$ cat config.mk
export PLATFORM = sky130hd
export DESIGN_NAME = bitmap_margin_pad_crop_flat
export DESIGN_NICKNAME = d
export VERILOG_FILES = /design/src/hw/rtl/bmpc_pkg.sv /design/src/hw/rtl/bmpc_if.sv /design/src/hw/rtl/bitmap_margin_pad_crop.sv /design/src/flat_wrapper.sv
export SDC_FILE = /design/constraint.sdc
export NUM_CORES = 1
export LEC_CHECK = 0
export BUFFER_PORTS_ARGS = -buffer_cell sky130_fd_sc_hd__buf_2
export CAP_MARGIN = 20
export CORE_MARGIN = 2
export CORE_UTILIZATION = 55
export DETAILED_ROUTE_END_ITERATION = 12
export GPL_ROUTABILITY_DRIVEN = 0
export PLACE_DENSITY = 0.71
export SLEW_MARGIN = 0
export SYNTH_ARGS = -nofsm -noshare
export SYNTH_HDL_FRONTEND = slang
export SYNTH_SLANG_ARGS = --single-unit
$ cat constraint.sdc
create_clock -name i_clk -period 16.92 [get_ports i_clk]
set_clock_uncertainty 0.2 [all_clocks]
set_input_delay 2.538 -clock i_clk [delete_from_list [all_inputs] [get_ports i_clk]]
set_output_delay 2.538 -clock i_clk [all_outputs]
set_load 0.01 [all_outputs]
$ cat src/hw/rtl/bmpc_pkg.sv
// Shared constants, types and helpers for the bitmap margin pad/crop block.
// No dependencies; compile first.
package bmpc_pkg;

    localparam int MAX_DIM    = 4096;
    localparam int MAX_MARGIN = 255;

    localparam int DIM_W    = 13;                   // width/height register width
    localparam int CNT_W    = $clog2(MAX_DIM);      // row/column counter width
    localparam int MARGIN_W = 9;                    // signed margin register width
    localparam int SIDE_W   = MARGIN_W - 1;         // magnitude of one margin part
    localparam int PIX_W    = 8;
    localparam int PAD_W    = 21;
    localparam int ADDR_W   = 3;
    localparam int DATA_W   = DIM_W;

    typedef logic [DIM_W-1:0]           t_dim;
    typedef logic [CNT_W-1:0]           t_cnt;
    typedef logic signed [MARGIN_W-1:0] t_margin;
    typedef logic [SIDE_W-1:0]          t_side;
    typedef logic [PIX_W-1:0]           t_pix;
    typedef logic [PAD_W-1:0]           t_pad;
    typedef logic [ADDR_W-1:0]          t_addr;
    typedef logic [DATA_W-1:0]          t_data;

    typedef enum logic [ADDR_W-1:0] {
        CFG_SRC_WIDTH     = 3'd0,
        CFG_SRC_HEIGHT    = 3'd1,
        CFG_LEFT_MARGIN   = 3'd2,
        CFG_RIGHT_MARGIN  = 3'd3,
        CFG_TOP_MARGIN    = 3'd4,
        CFG_BOTTOM_MARGIN = 3'd5
    } t_cfg_idx;

    // Saturate a dimension to 1..MAX_DIM.
    function automatic t_dim clamp_dim(input t_dim v);
        t_dim res;
        if (v == '0) begin
            res = DIM_W'(1);
        end else if (v > DIM_W'(MAX_DIM)) begin
            res = DIM_W'(MAX_DIM);
        end else begin
            res = v;
        end
        return res;
    endfunction

    // Saturate a margin to -MAX_MARGIN..MAX_MARGIN (signed compare throughout).
    function automatic t_margin clamp_margin(input t_margin v);
        t_margin res;
        if (v < t_margin'(-MAX_MARGIN)) begin
            res = t_margin'(-MAX_MARGIN);
        end else if (v > t_margin'(MAX_MARGIN)) begin
            res = t_margin'(MAX_MARGIN);
        end else begin
            res = v;
        end
        return res;
    endfunction

    // Positive part of a clamped margin (pad amount).
    function automatic t_side pad_part(input t_margin v);
        return v[MARGIN_W-1] ? '0 : v[SIDE_W-1:0];
    endfunction

    // Negative part of a clamped margin (crop amount).
    function automatic t_side crop_part(input t_margin v);
        t_margin neg;
        neg = -v;
        return v[MARGIN_W-1] ? neg[SIDE_W-1:0] : '0;
    endfunction

endpackage

$ cat src/hw/rtl/bmpc_if.sv
// Valid/ready channel interfaces: source pixels, results and register writes.
// Depends on bmpc_pkg.
interface bmpc_pix_if;
    logic              valid;
    logic              ready;
    bmpc_pkg::t_pix    pixel_in;

    modport source (output valid, output pixel_in, input ready);
    modport sink   (input valid, input pixel_in, output ready);
endinterface

interface bmpc_res_if;
    logic              valid;
    logic              ready;
    bmpc_pkg::t_pad    pad_before;
    logic              keep;
    bmpc_pkg::t_pix    pixel_out;
    bmpc_pkg::t_pad    pad_after;
    logic              last;

    modport source (output valid, output pad_before, output keep, output pixel_out,
                    output pad_after, output last, input ready);
    modport sink   (input valid, input pad_before, input keep, input pixel_out,
                    input pad_after, input last, output ready);
endinterface

interface bmpc_cfg_if;
    logic              valid;
    logic              ready;
    bmpc_pkg::t_addr   addr;
    bmpc_pkg::t_data   data;

    modport source (output valid, output addr, output data, input ready);
    modport sink   (input valid, input addr, input data, output ready);
endinterface

$ cat src/hw/rtl/bitmap_margin_pad_crop.sv
// Bitmap margin pad/crop: top level, counters, geometry and result pipeline.
// Depends on bmpc_pkg and the channel interfaces in bmpc_if.sv.
//
// Usage:
//   i_pix carries the source bitmap one pixel a beat, in raster order.
//   o_res returns one beat per source pixel: the white run to emit before it,
//   whether it is copied (keep, pixel_out), the white run to emit after it,
//   and last on the final source pixel of the bitmap. Top and bottom padding
//   rows arrive folded into those runs.
//   i_cfg writes the six geometry registers (width, height, left, right, top,
//   bottom margin); it is always ready. Write it only while no pixel is in
//   flight. Row and column counters carry over a write.
// Timing:
//   An accepted pixel passes the input register, then the result register, on
//   its way to o_res (two-stage pipeline). One pixel per cycle is sustained
//   while o_res.ready stays high; the geometry (pad products, window bounds)
//   is refreshed from the registers every cycle, so it is in step with the
//   first pixel taken after a write.
// Reset:
//   Width and height return to 1, margins to 0, counters to zero, both pipe
//   stages empty. i_pix.ready stays low during reset and the cycle after it.
// Back-pressure:
//   With o_res.ready low the result register holds; the input register still
//   fills, and i_pix.ready drops only once both stages are occupied.
module bitmap_margin_pad_crop (
    input  logic         i_clk,
    input  logic         i_rst_n,
    bmpc_cfg_if.sink     i_cfg,
    bmpc_pix_if.sink     i_pix,
    bmpc_res_if.source   o_res
);
    import bmpc_pkg::*;

    // ---------------------------------------------------------------------
    // Configuration registers
    // ---------------------------------------------------------------------
    t_dim    r_src_width, r_src_height;
    t_margin r_left, r_right, r_top, r_bottom;

    // ---------------------------------------------------------------------
    // Control and counters
    // ---------------------------------------------------------------------
    logic    r_run;          // registered high once reset is released; gates i_pix.ready
    t_cnt    r_row, r_col;   // position of the next source pixel
    t_cnt    n_row, n_col;

    // Input register (stage 1)
    logic    r_s1_valid;
    t_cnt    r_s1_row, r_s1_col;
    t_pix    r_s1_pix;
    logic    r_s1_last;

    // Result register (stage 2)
    logic    r_out_valid;
    t_pad    r_out_pad_before, r_out_pad_after;
    logic    r_out_keep;
    t_pix    r_out_pix;
    logic    r_out_last;

    // Geometry registers, refreshed every cycle
    logic    r_cw_pos, r_ch_pos;
    t_cnt    r_c0, r_c1, r_r0, r_r1;
    t_pad    r_top_block, r_bot_block;
    t_side   r_side_before;
    t_side   r_side_after_lo;   // pad right when the column window is open
    logic [SIDE_W:0] r_side_after;

    // ---------------------------------------------------------------------
    // Clamped geometry from the registers
    // ---------------------------------------------------------------------
    t_dim    w_cl, h_cl;
    t_margin lm, rm, tm, bm;
    t_side   padl, padr, padt, padb;
    t_side   cropl, cropr, cropt, cropb;
    logic signed [DIM_W+1:0] cw, ch;
    logic    cw_pos, ch_pos;
    t_dim    cw_mag;
    t_dim    dw;
    t_dim    w_m1, h_m1;
    t_dim    c1_open, r1_open;
    logic [DIM_W+SIDE_W-1:0] top_prod, bot_prod;

    always_comb begin
        w_cl  = clamp_dim(r_src_width);
        h_cl  = clamp_dim(r_src_height);
        lm    = clamp_margin(r_left);
        rm    = clamp_margin(r_right);
        tm    = clamp_margin(r_top);
        bm    = clamp_margin(r_bottom);
        padl  = pad_part(lm);
        padr  = pad_part(rm);
        padt  = pad_part(tm);
        padb  = pad_part(bm);
        cropl = crop_part(lm);
        cropr = crop_part(rm);
        cropt = crop_part(tm);
        cropb = crop_part(bm);

        cw = $signed({2'b00, w_cl}) - $signed({{(DIM_W+2-SIDE_W){1'b0}}, cropl})
           - $signed({{(DIM_W+2-SIDE_W){1'b0}}, cropr});
        ch = $signed({2'b00, h_cl}) - $signed({{(DIM_W+2-SIDE_W){1'b0}}, cropt})
           - $signed({{(DIM_W+2-SIDE_W){1'b0}}, cropb});
        cw_pos = !cw[DIM_W+1] && (cw != '0);
        ch_pos = !ch[DIM_W+1] && (ch != '0);
        cw_mag = cw_pos ? cw[DIM_W-1:0] : '0;

        // destination width: pads plus the open part of the window
        dw = cw_mag + DIM_W'(padl) + DIM_W'(padr);

        w_m1    = w_cl - DIM_W'(1);
        h_m1    = h_cl - DIM_W'(1);
        c1_open = w_m1 - DIM_W'(cropr);
        r1_open = h_m1 - DIM_W'(cropb);

        top_prod = (DIM_W+SIDE_W)'(padt) * (DIM_W+SIDE_W)'(dw);
        bot_prod = (DIM_W+SIDE_W)'(padb) * (DIM_W+SIDE_W)'(dw);
    end

    // ---------------------------------------------------------------------
    // Handshakes and counter advance
    // ---------------------------------------------------------------------
    logic w_in_acc, w_cfg_acc, w_s1_adv;
    logic w_row_end, w_last;

    assign i_cfg.ready = 1'b1;
    assign w_cfg_acc   = i_cfg.valid && i_cfg.ready;

    assign w_s1_adv    = r_s1_valid && (!r_out_valid || o_res.ready);
    assign i_pix.ready = r_run && (!r_s1_valid || w_s1_adv);
    assign w_in_acc    = i_pix.valid && i_pix.ready;

    always_comb begin
        w_row_end = {1'b0, r_col} >= w_m1;
        w_last    = w_row_end && ({1'b0, r_row} >= h_m1);
        if (w_last) begin
            n_row = '0;
            n_col = '0;
        end else if (w_row_end) begin
            n_row = r_row + CNT_W'(1);
            n_col = '0;
        end else begin
            n_row = r_row;
            n_col = r_col + CNT_W'(1);
        end
    end

    // ---------------------------------------------------------------------
    // Result logic: compare the registered position against window bounds
    // ---------------------------------------------------------------------
    logic w_row_in, w_col_in, w_keep;
    logic w_at_first, w_at_final;
    t_pad w_pb, w_pa;

    always_comb begin
        w_row_in   = r_ch_pos && (r_s1_row >= r_r0) && (r_s1_row <= r_r1);
        w_col_in   = r_cw_pos && (r_s1_col >= r_c0) && (r_s1_col <= r_c1);
        w_keep     = w_row_in && w_col_in;
        w_at_first = (r_s1_row == r_r0) && (r_s1_col == r_c0);
        w_at_final = (r_s1_row == r_r1) && (r_s1_col == r_c1);

        // top padding rows and the left pad ride in front of the window start
        w_pb = (w_at_first ? r_top_block : '0)
             + ((w_row_in && r_s1_col == r_c0) ? PAD_W'(r_side_before) : '0);
        // bottom padding rows and the right side ride behind the window end
        w_pa = (w_at_final ? r_bot_block : '0)
             + ((w_row_in && r_s1_col == r_c1) ? PAD_W'(r_side_after) : '0);
    end

    // ---------------------------------------------------------------------
    // Registers
    // ---------------------------------------------------------------------
    always_ff @(posedge i_clk) begin
        if (!i_rst_n) begin
            r_run        <= 1'b0;
            r_src_width  <= DIM_W'(1);
            r_src_height <= DIM_W'(1);
            r_left       <= '0;
            r_right      <= '0;
            r_top        <= '0;
            r_bottom     <= '0;
            r_row        <= '0;
            r_col        <= '0;
            r_s1_valid   <= 1'b0;
            r_out_valid  <= 1'b0;
        end else begin
            r_run <= 1'b1;

            if (w_cfg_acc) begin
                case (t_cfg_idx'(i_cfg.addr))
                    CFG_SRC_WIDTH:     r_src_width  <= i_cfg.data;
                    CFG_SRC_HEIGHT:    r_src_height <= i_cfg.data;
                    CFG_LEFT_MARGIN:   r_left       <= t_margin'(i_cfg.data[MARGIN_W-1:0]);
                    CFG_RIGHT_MARGIN:  r_right      <= t_margin'(i_cfg.data[MARGIN_W-1:0]);
                    CFG_TOP_MARGIN:    r_top        <= t_margin'(i_cfg.data[MARGIN_W-1:0]);
                    CFG_BOTTOM_MARGIN: r_bottom     <= t_margin'(i_cfg.data[MARGIN_W-1:0]);
                    default: ;  // drop writes beyond the register list
                endcase
            end

            // advance the raster position on every accepted beat
            if (w_in_acc) begin
                r_row <= n_row;
                r_col <= n_col;
            end

            if (w_in_acc) begin
                r_s1_valid <= 1'b1;
            end else if (w_s1_adv) begin
                r_s1_valid <= 1'b0;
            end

            if (w_s1_adv) begin
                r_out_valid <= 1'b1;
            end else if (o_res.ready) begin
                r_out_valid <= 1'b0;
            end
        end

        // geometry: refresh every cycle
        r_cw_pos        <= cw_pos;
        r_ch_pos        <= ch_pos;
        r_c0            <= cw_pos ? CNT_W'(cropl) : '0;
        r_c1            <= cw_pos ? c1_open[CNT_W-1:0] : w_m1[CNT_W-1:0];
        r_r0            <= ch_pos ? CNT_W'(cropt) : '0;
        r_r1            <= ch_pos ? r1_open[CNT_W-1:0] : h_m1[CNT_W-1:0];
        r_top_block     <= top_prod[PAD_W-1:0];
        r_bot_block     <= bot_prod[PAD_W-1:0];
        r_side_before   <= cw_pos ? padl : '0;
        r_side_after_lo <= padr;
        r_side_after    <= cw_pos ? {1'b0, padr} : ({1'b0, padl} + {1'b0, padr});

        // stage 1 payload: hold until the next accepted beat
        if (w_in_acc) begin
            r_s1_row  <= r_row;
            r_s1_col  <= r_col;
            r_s1_pix  <= i_pix.pixel_in;
            r_s1_last <= w_last;
        end

        // result payload: hold while the receiver stalls
        if (w_s1_adv) begin
            r_out_pad_before <= w_pb;
            r_out_pad_after  <= w_pa;
            r_out_keep       <= w_keep;
            r_out_pix        <= w_keep ? r_s1_pix : '0;
            r_out_last       <= r_s1_last;
        end
    end

    assign o_res.valid      = r_out_valid;
    assign o_res.pad_before = r_out_pad_before;
    assign o_res.keep       = r_out_keep;
    assign o_res.pixel_out  = r_out_pix;
    assign o_res.pad_after  = r_out_pad_after;
    assign o_res.last       = r_out_last;

    // ---------------------------------------------------------------------
    // Assertions
    // ---------------------------------------------------------------------
    // the final pixel of a bitmap returns the raster position to the origin
    a_last_wraps: assert property (@(posedge i_clk) disable iff (!i_rst_n)
        (w_in_acc && w_last) |=> (r_row == '0 && r_col == '0))
        else $error("raster position not cleared after final pixel");

    // an accepted beat always lands in the input register
    a_s1_fill: assert property (@(posedge i_clk) disable iff (!i_rst_n)
        w_in_acc |=> r_s1_valid)
        else $error("accepted pixel lost before stage 1");

    // a kept pixel needs a non-empty window in both directions
    a_keep_window: assert property (@(posedge i_clk) disable iff (!i_rst_n)
        (r_s1_valid && w_keep) |-> (r_cw_pos && r_ch_pos))
        else $error("pixel kept with an empty copy window");

    // the side pad with an open column window is the right pad alone
    a_side_after: assert property (@(posedge i_clk) disable iff (!i_rst_n)
        (r_run && r_cw_pos) |-> (r_side_after == {1'b0, r_side_after_lo}))
        else $error("right-side pad mismatch");

endmodule
$ cat src/flat_wrapper.sv
// flat-port wrapper written by rule: the top's interface ports become plain ports
module bitmap_margin_pad_crop_flat import bmpc_pkg::*;
  (i_clk, i_rst_n, i_cfg_valid, i_cfg_addr, i_cfg_data, i_cfg_ready, i_pix_valid, i_pix_pixel_in, i_pix_ready, o_res_valid, o_res_pad_before, o_res_keep, o_res_pixel_out, o_res_pad_after, o_res_last, o_res_ready);
  bmpc_cfg_if i_cfg_i ();
  bmpc_pix_if i_pix_i ();
  bmpc_res_if o_res_i ();
  input  logic i_clk;
  input  logic i_rst_n;
  input wire logic [$bits(i_cfg_i.valid)-1:0] i_cfg_valid;
  input wire logic [$bits(i_cfg_i.addr)-1:0] i_cfg_addr;
  input wire logic [$bits(i_cfg_i.data)-1:0] i_cfg_data;
  output wire logic [$bits(i_cfg_i.ready)-1:0] i_cfg_ready;
  input wire logic [$bits(i_pix_i.valid)-1:0] i_pix_valid;
  input wire logic [$bits(i_pix_i.pixel_in)-1:0] i_pix_pixel_in;
  output wire logic [$bits(i_pix_i.ready)-1:0] i_pix_ready;
  output wire logic [$bits(o_res_i.valid)-1:0] o_res_valid;
  output wire logic [$bits(o_res_i.pad_before)-1:0] o_res_pad_before;
  output wire logic [$bits(o_res_i.keep)-1:0] o_res_keep;
  output wire logic [$bits(o_res_i.pixel_out)-1:0] o_res_pixel_out;
  output wire logic [$bits(o_res_i.pad_after)-1:0] o_res_pad_after;
  output wire logic [$bits(o_res_i.last)-1:0] o_res_last;
  input wire logic [$bits(o_res_i.ready)-1:0] o_res_ready;
  assign i_cfg_i.valid = i_cfg_valid;
  assign i_cfg_i.addr = i_cfg_addr;
  assign i_cfg_i.data = i_cfg_data;
  assign i_cfg_ready = i_cfg_i.ready;
  assign i_pix_i.valid = i_pix_valid;
  assign i_pix_i.pixel_in = i_pix_pixel_in;
  assign i_pix_ready = i_pix_i.ready;
  assign o_res_valid = o_res_i.valid;
  assign o_res_pad_before = o_res_i.pad_before;
  assign o_res_keep = o_res_i.keep;
  assign o_res_pixel_out = o_res_i.pixel_out;
  assign o_res_pad_after = o_res_i.pad_after;
  assign o_res_last = o_res_i.last;
  assign o_res_i.ready = o_res_ready;
  bitmap_margin_pad_crop u_core (.i_clk(i_clk), .i_rst_n(i_rst_n), .i_cfg(i_cfg_i), .i_pix(i_pix_i), .o_res(o_res_i));
endmodule
After elaboration in Yosys (flattened, before gate mapping) --
Index checks and enable logic that the tools add are counted.
Operators by class: multiplexer cells 37, multipliers 2, reduce and logical (&&, ||, !) cells 36, $add $sub $neg 19, $lt $le $gt $ge 16, equal/unequal tests 9
Operators by type and width (number):
- $mux W9 | 9
- $mux W8 | 10
- $mux W12 | 6
- $mux W13 | 5
- $eq A12 B12 Y1 | 4
- $add A21 B21 Y21 | 2
- $mul A8 B13 Y21 | 2
- $mux W21 | 2
- $gt A9 B9 Y1 const B | 4
- $lt A9 B9 Y1 const B | 4
- $neg A8 Y8 | 4
- $reduce_bool A15 Y1 | 2
- $sub A15 B9 Y15 | 2
- $sub A13 B8 Y14 | 2
- $add A13 B8 Y13 | 2
- $ge A12 B13 Y1 | 2
- $gt A13 B13 Y1 const B | 2
- $logic_not A13 Y1 | 2
- $sub A13 B1 Y13 const B | 2
- $add A12 B1 Y12 const B | 2
- $ge A12 B12 Y1 | 2
- $le A12 B12 Y1 | 2
- $sub A12 B8 Y12 | 2
- $logic_and A1 B1 Y1 | 15
- other kinds (10) | 28
Word-level totals: output and inout port bits 55, logic and storage cells 152, input port bits 29, flip-flop bits (word level) 283

Longest topological paths before layout --
depth in word-level cells 13, mapped depth 56, mapped depth without buffers 55

Worst setup path after synthesis --
No wires, ideal clock.
path type register to register, from register u_core.r_right[2], to register u_core.r_bot_block[20], cell stages (with the launch flop) 48, required time 16.648 ns, setup time 0.072 ns, data arrival time 11.550 ns, path slack 5.098 ns, path buffers 1, clock period less this slack 11.822 ns, cells stage by stage dfxtp_1 -> or4_1 -> or4_1 -> o21ai_0 -> ha_1 -> inv_1 -> nand2_1 -> ha_1 -> and3_1 -> o21bai_1 -> ha_1 -> o21ai_0 -> a21oi_1 -> o31ai_1 -> a21oi_1 -> xor2_1 -> or4b_4 -> o31ai_4 -> [12 not listed] -> nor2_1 -> nand2_1 -> fa_1 -> inv_1 -> fa_1 -> fa_1 -> inv_1 -> fa_1 -> inv_1 -> ha_1 -> a211o_1 -> o31ai_1 -> a2111oi_0 -> a211o_1 -> o41a_1 -> a21o_1 -> a21oi_1 -> xnor2_1
Between the ends: word-level cells in the longest chain between the ends 12, elaborated cells between the ends (all ways) 15, classes of those cells 4 x add/sub; 1 x mul; 2 x order compare; 5 x mux; 3 x reduce/logical
Ends and longest elaborated chain:
- from (decl) | line bitmap_margin_pad_crop.sv:38 | t_margin r_left, r_right, r_top, r_bottom;
- from (signal assigned) | line bitmap_margin_pad_crop.sv:193 | CFG_RIGHT_MARGIN: r_right <= t_margin'(i_cfg.data[MARGIN_W-1:0]);
- $gt A9 B9 Y1 | line bmpc_pkg.sv:53 | end else if (v > t_margin'(MAX_MARGIN)) begin
- $mux W9 | line bmpc_pkg.sv:53
- $mux W9 (*) | line bmpc_pkg.sv:51 | if (v < t_margin'(-MAX_MARGIN)) begin
- $neg A8 Y8 | line bmpc_pkg.sv:69 | neg = -v;
- $mux W8 | line bmpc_pkg.sv:70 | return v[MARGIN_W-1] ? neg[SIDE_W-1:0] : '0;
- $sub A15 B9 Y15 | line bitmap_margin_pad_crop.sv:100 | - $signed({{(DIM_W+2-SIDE_W){1'b0}}, cropr});
- $reduce_bool A15 Y1 or $logic_not A1 Y1 (tied branches) | line bitmap_margin_pad_crop.sv:103 | cw_pos = !cw[DIM_W+1] && (cw != '0);
- $logic_and A1 B1 Y1 | line bitmap_margin_pad_crop.sv:103
- $mux W13 | line bitmap_margin_pad_crop.sv:105 | cw_mag = cw_pos ? cw[DIM_W-1:0] : '0;
- $add A13 B8 Y13 | line bitmap_margin_pad_crop.sv:108 | dw = cw_mag + DIM_W'(padl) + DIM_W'(padr);
- $add A13 B8 Y13 (*) | line bitmap_margin_pad_crop.sv:108
- $mul A8 B13 Y21 (*) | line bitmap_margin_pad_crop.sv:116 | bot_prod = (DIM_W+SIDE_W)'(padb) * (DIM_W+SIDE_W)'(dw);
- net u_core.bot_prod[20] | line bitmap_margin_pad_crop.sv:81 | logic [DIM_W+SIDE_W-1:0] top_prod, bot_prod;
- to (signal assigned) | line bitmap_margin_pad_crop.sv:227 | r_bot_block <= bot_prod[PAD_W-1:0];
- to (decl) | line bitmap_margin_pad_crop.sv:63 | t_pad r_top_block, r_bot_block;
The timed path passes the listed nets; every way through them passes the cells marked *. A chain may end at the register's enable or synchronous reset.

Worst setup path in the final report --
from register u_core.r_right[2], to register u_core.r_top_block[20]
Between the ends: word-level cells in the longest chain between the ends 12, elaborated cells between the ends (all ways) 15, classes of those cells 4 x add/sub; 1 x mul; 2 x order compare; 5 x mux; 3 x reduce/logical
Ends and longest elaborated chain:
- $gt A9 B9 Y1 | line bmpc_pkg.sv:53
- $mux W9 | line bmpc_pkg.sv:53
- $mux W9 (*) | line bmpc_pkg.sv:51
- $neg A8 Y8 | line bmpc_pkg.sv:69
- $mux W8 | line bmpc_pkg.sv:70
- $sub A15 B9 Y15 | line bitmap_margin_pad_crop.sv:100
- $reduce_bool A15 Y1 or $logic_not A1 Y1 (tied branches) | line bitmap_margin_pad_crop.sv:103
- $logic_and A1 B1 Y1 | line bitmap_margin_pad_crop.sv:103
- $mux W13 | line bitmap_margin_pad_crop.sv:105
- $add A13 B8 Y13 | line bitmap_margin_pad_crop.sv:108
- $add A13 B8 Y13 (*) | line bitmap_margin_pad_crop.sv:108
- $mul A8 B13 Y21 (*) | line bitmap_margin_pad_crop.sv:115 | top_prod = (DIM_W+SIDE_W)'(padt) * (DIM_W+SIDE_W)'(dw);
- net u_core.top_prod[20] | line bitmap_margin_pad_crop.sv:81
- to (signal assigned) | line bitmap_margin_pad_crop.sv:226 | r_top_block <= top_prod[PAD_W-1:0];
- to (decl) | line bitmap_margin_pad_crop.sv:63
Marked as above.

==> flow_summary.toml <==
[run_status]
status = "completed"

[logic_synthesis]
avgSynthCellArea_sq_um = 8.57
synth_nets = 3106
async_flop_share_pct = 0
synthFlopType = "dfxtp_1"
seq_area_frac_synth_pct = 27.6
synth_seq_cells = 275
synth.cell_area_sq_um = 23100
synth-edff-count = 85
ys_types = 88
yosysWarnings = 0
synthCells = 2691

[clock_network]
clock_sinks = 275
h-tree-depth = 2
ctsHoldBuffers = 0
cts_tree = "yes"
path_clk_slew_ns = 0.06
cts_buffer_depth = 3
cts_buffers = 34
ctsResizeCount = 0
insertion_delay_ns = 0.56
cts_setup_buffers = 0
cts-root-buf = "clkbuf_16"

[critical_path]
path_delay_family = "compound AO/OA/AOI/OAI gates"
start_kind = "flop"
reg2reg_depth = 48
critPathArrivalTime_ns = 13.72
r2r-start = "u_core.r_right[2]$_SDFFE_PN0P_"
critPathRequiredTime_ns = 17.18
endpoint_kind = "flop"
crit_fanout = 54
slowest_stage = "o21ai_2"
slowest_delay_ns = 0.72
r2r_end = "u_core.r_top_block[20]$_DFF_P_"
cp-startpoint = "u_core.r_right[2]$_SDFFE_PN0P_"
reg2reg_setup_slack_ns = 3.46
critical_path_class = "reg -> reg"
endpoint = "u_core.r_top_block[20]$_DFF_P_"
path_buf_inv = 5
path_depth = 48

[power_and_ir_drop]
pwr-share-seq_pct = 36.9
p_sw_share_pct = 32.0
ir_drop_v = 0.0000918
power.density_nw_per_um2 = 80.9
leakage_nw = 11.4
p_clk_share_pct = 37.9
comb_power_share_pct = 25.3
p_int_mw = 1.38
p_switching_uw = 652

[cells_and_area]
drive_above_1_share_pct = 7.40
post-route-util_pct = 60.4
fillers = 3651
layout.nets = 3162
area_growth_pct = 9.03

[drt]
drtAntennaViolNets = 0
first_pass_iters = 5
drt-total-wl_um = 57200
wl_per_cell_um = 17.3
viasPerCell = 5.64
initialDrtViolationCount = 1296
via_count = 18700
drc = 0

[timing]
slew_headroom_pct = 36.5
worst_slew_pin_slew_ns = 0.949
setup_viol = 0
timing.final.crit_period_ns = 13.46
finalHoldViolations = 0
max_freq_mhz = 74.3
tns_ns = 0
slew_viol_final = 0
rsz0062_at_grt = "false"
hold_ws_ns = 0.218
final.period_utilization_pct = 79.5

[floorplanning]
pin_count = 84
design.core.area_sq_um = 41700
dieArea_sq_um = 43600
initial_core_util_pct = 55.4
dieHeight_um = 209
die_w_um = 209
rows = 75

[global_route]
grt_max_degree = 72
grt_pass1_vias = 18600
grt.total_usage_pct = 26.5
antenna_found_initial = 1
overflow = 0
grt_pass1_wl_um = 92900

[place]
dp_hpwl_um = 45100
port_buffers = 82

[min_path]
hp-class = "reg -> reg"

[run]
maxCapViolCount = 0
[how the worst min path moves through the flow]
| stage | startpoint | end | slack (ns) | cells after the start |
|---|---|---|---|---|
| after floorplan | u_core.r_s1_last$_DFFE_PP_ | u_core.o_res.last$_DFFE_PP_ | 0.20 | 0 |
| after global placement | u_core.r_s1_last$_DFFE_PP_ | u_core.o_res.last$_DFFE_PP_ | 0.20 | 0 |
| after detailed placement | u_core.r_s1_last$_DFFE_PP_ | u_core.o_res.last$_DFFE_PP_ | 0.21 | 0 |
| after CTS | u_core.r_s1_last$_DFFE_PP_ | u_core.o_res.last$_DFFE_PP_ | 0.22 | 0 |
| after global routing | u_core.r_s1_last$_DFFE_PP_ | u_core.o_res.last$_DFFE_PP_ | 0.24 | 0 |
| final | u_core.r_s1_last$_DFFE_PP_ | u_core.o_res.last$_DFFE_PP_ | 0.22 | 0 |
[synth_stat cells (41+ instances only)]
| cell type | count | area share [%] |
|---|---|---|
| fa_1 | 150 | 13 |
| a21oi_1 | 98 | 2.1 |
| dfxtp_1 | 190 | 16 |
| ha_1 | 236 | 13 |
| xor2_1 | 57 | 2.2 |
| edfxtp_1 | 85 | 11 |
| a21boi_0 | 75 | 2.4 |
| clkbuf_1 | 64 | 1.0 |
| nor2b_1 | 55 | 1.5 |
| nor3_1 | 41 | 0.89 |
| o21ai_0 | 79 | 1.7 |
| nor2_1 | 353 | 5.7 |
| nand3_1 | 51 | 1.1 |
| nand2_1 | 286 | 4.7 |
| nand2b_1 | 68 | 1.8 |
| xnor2_1 | 97 | 3.7 |
| inv_1 | 330 | 5.4 |
[logic make-up (layout without fill, tap and decap cells)]
kind of cell / count (synthesis) / in the layout / synth area share [%]
other: 1 / 2 / 0.0163
AOI/OAI and AO/OA: 422 / 422 / 12.6
adders and majority gates: 386 / 386 / 25.8
DFF: 275 / 275 / 27.6
and+or+nand+nor: 1036 / 1036 / 21.0
buffers and inverters: 411 / 492 / 6.84
xor gates and xnor gates: 154 / 154 / 5.85
muxes: 6 / 6 / 0.266
[registers in the layout, indices dropped and copies added (netlist names), 8 cells and up]
register                 flops
u_core.r_bot_block          21
u_core.o_res.pad_before     21
u_core.r_c0                  8
u_core.r_s1_pix              8
u_core.r_s1_col             12
u_core.r_top_block          21
u_core.r_side_after          9
u_core.r_top                 9
u_core.r_r1                 12
u_core.r_bottom              9
u_core.r_side_before         8
u_core.r_left                9
u_core.r_s1_row             12
u_core.o_res.pad_after      21
u_core.r_src_height         13
u_core.r_col                12
u_core.o_res.pixel_out       8
u_core.r_r0                  8
u_core.r_row                12
u_core.r_right               9
u_core.r_c1                 12
u_core.r_src_width          13
[stage by stage]
stage / power [mW] / instance area [sq um] / setup slack, ns / std cells
after floorplan: 1.14 / 23100 / 5.10 / 2691
after global placement: 1.25 / 23900 / 3.96 / 3247
after detailed placement: 1.27 / 23900 / 3.63 / 3248
after CTS: 2.05 / 25100 / 3.56 / 3309
after global routing: 2.14 / 25100 / 2.53 / 3311
final: 2.03 / 25100 / 3.46 / 3312
[cells in the final DEF, fill, tap and decap left out, types with 13 or more instances in the layout]
cell,count
a21o_1,40
dfxtp_1,190
or2_2,25
ha_1,236
fa_1,150
nor3_1,41
buf_2,84
edfxtp_1,85
nor2b_1,54
nand2_1,286
xnor2_1,97
buf_4,14
nand3_1,51
a21oi_1,98
xor2_1,57
and2_1,33
clkbuf_16,36
or4_1,13
nand4_1,19
nor2_1,353
a21boi_0,75
nor4_1,15
o21ai_0,79
and3_1,32
o21a_1,26
inv_1,330
nand2b_1,68
[cell type report]
| class | instances | area (sq um) | share of cell area, % |
|---|---|---|---|
| Inverter | 333 | 1250 | 4.97 |
| Tap cell | 539 | 674 | 2.68 |
| Clock inverter | 11 | 160 | 0.637 |
| Clock buffer | 50 | 1030 | 4.11 |
| Multi-Input combinational cell | 2005 | 15100 | 60.2 |
| Sequential cell | 275 | 6360 | 25.3 |
| Antenna cell | 1 | 2.50 | 0.00995 |
| Timing Repair Buffer | 98 | 526 | 2.09 |
[power by group through the flow]
stage | registers, mW | logic, mW | clock network (mW)
2_1_floorplan | 0.758 | 0.382 | 0
3_3_place_gp | 0.763 | 0.486 | 0
3_5_place_dp | 0.764 | 0.504 | 0
4_1_cts | 0.750 | 0.507 | 0.788
5_1_grt | 0.754 | 0.571 | 0.814
6_report | 0.750 | 0.514 | 0.771
[routing by layer]
layer / GRT usage [%] / vias up / part of all wire [%]
met1: 34.4 / 8928 / 43
met2: 44.9 / 622 / 47
met4: 9.36 / 2 / 3.2
li1: - / 9031 / -
met5: 0 / - / 0.021
met3: 4.01 / 112 / 6.8
No activity file was read; power rests on OpenSTA's default activity.
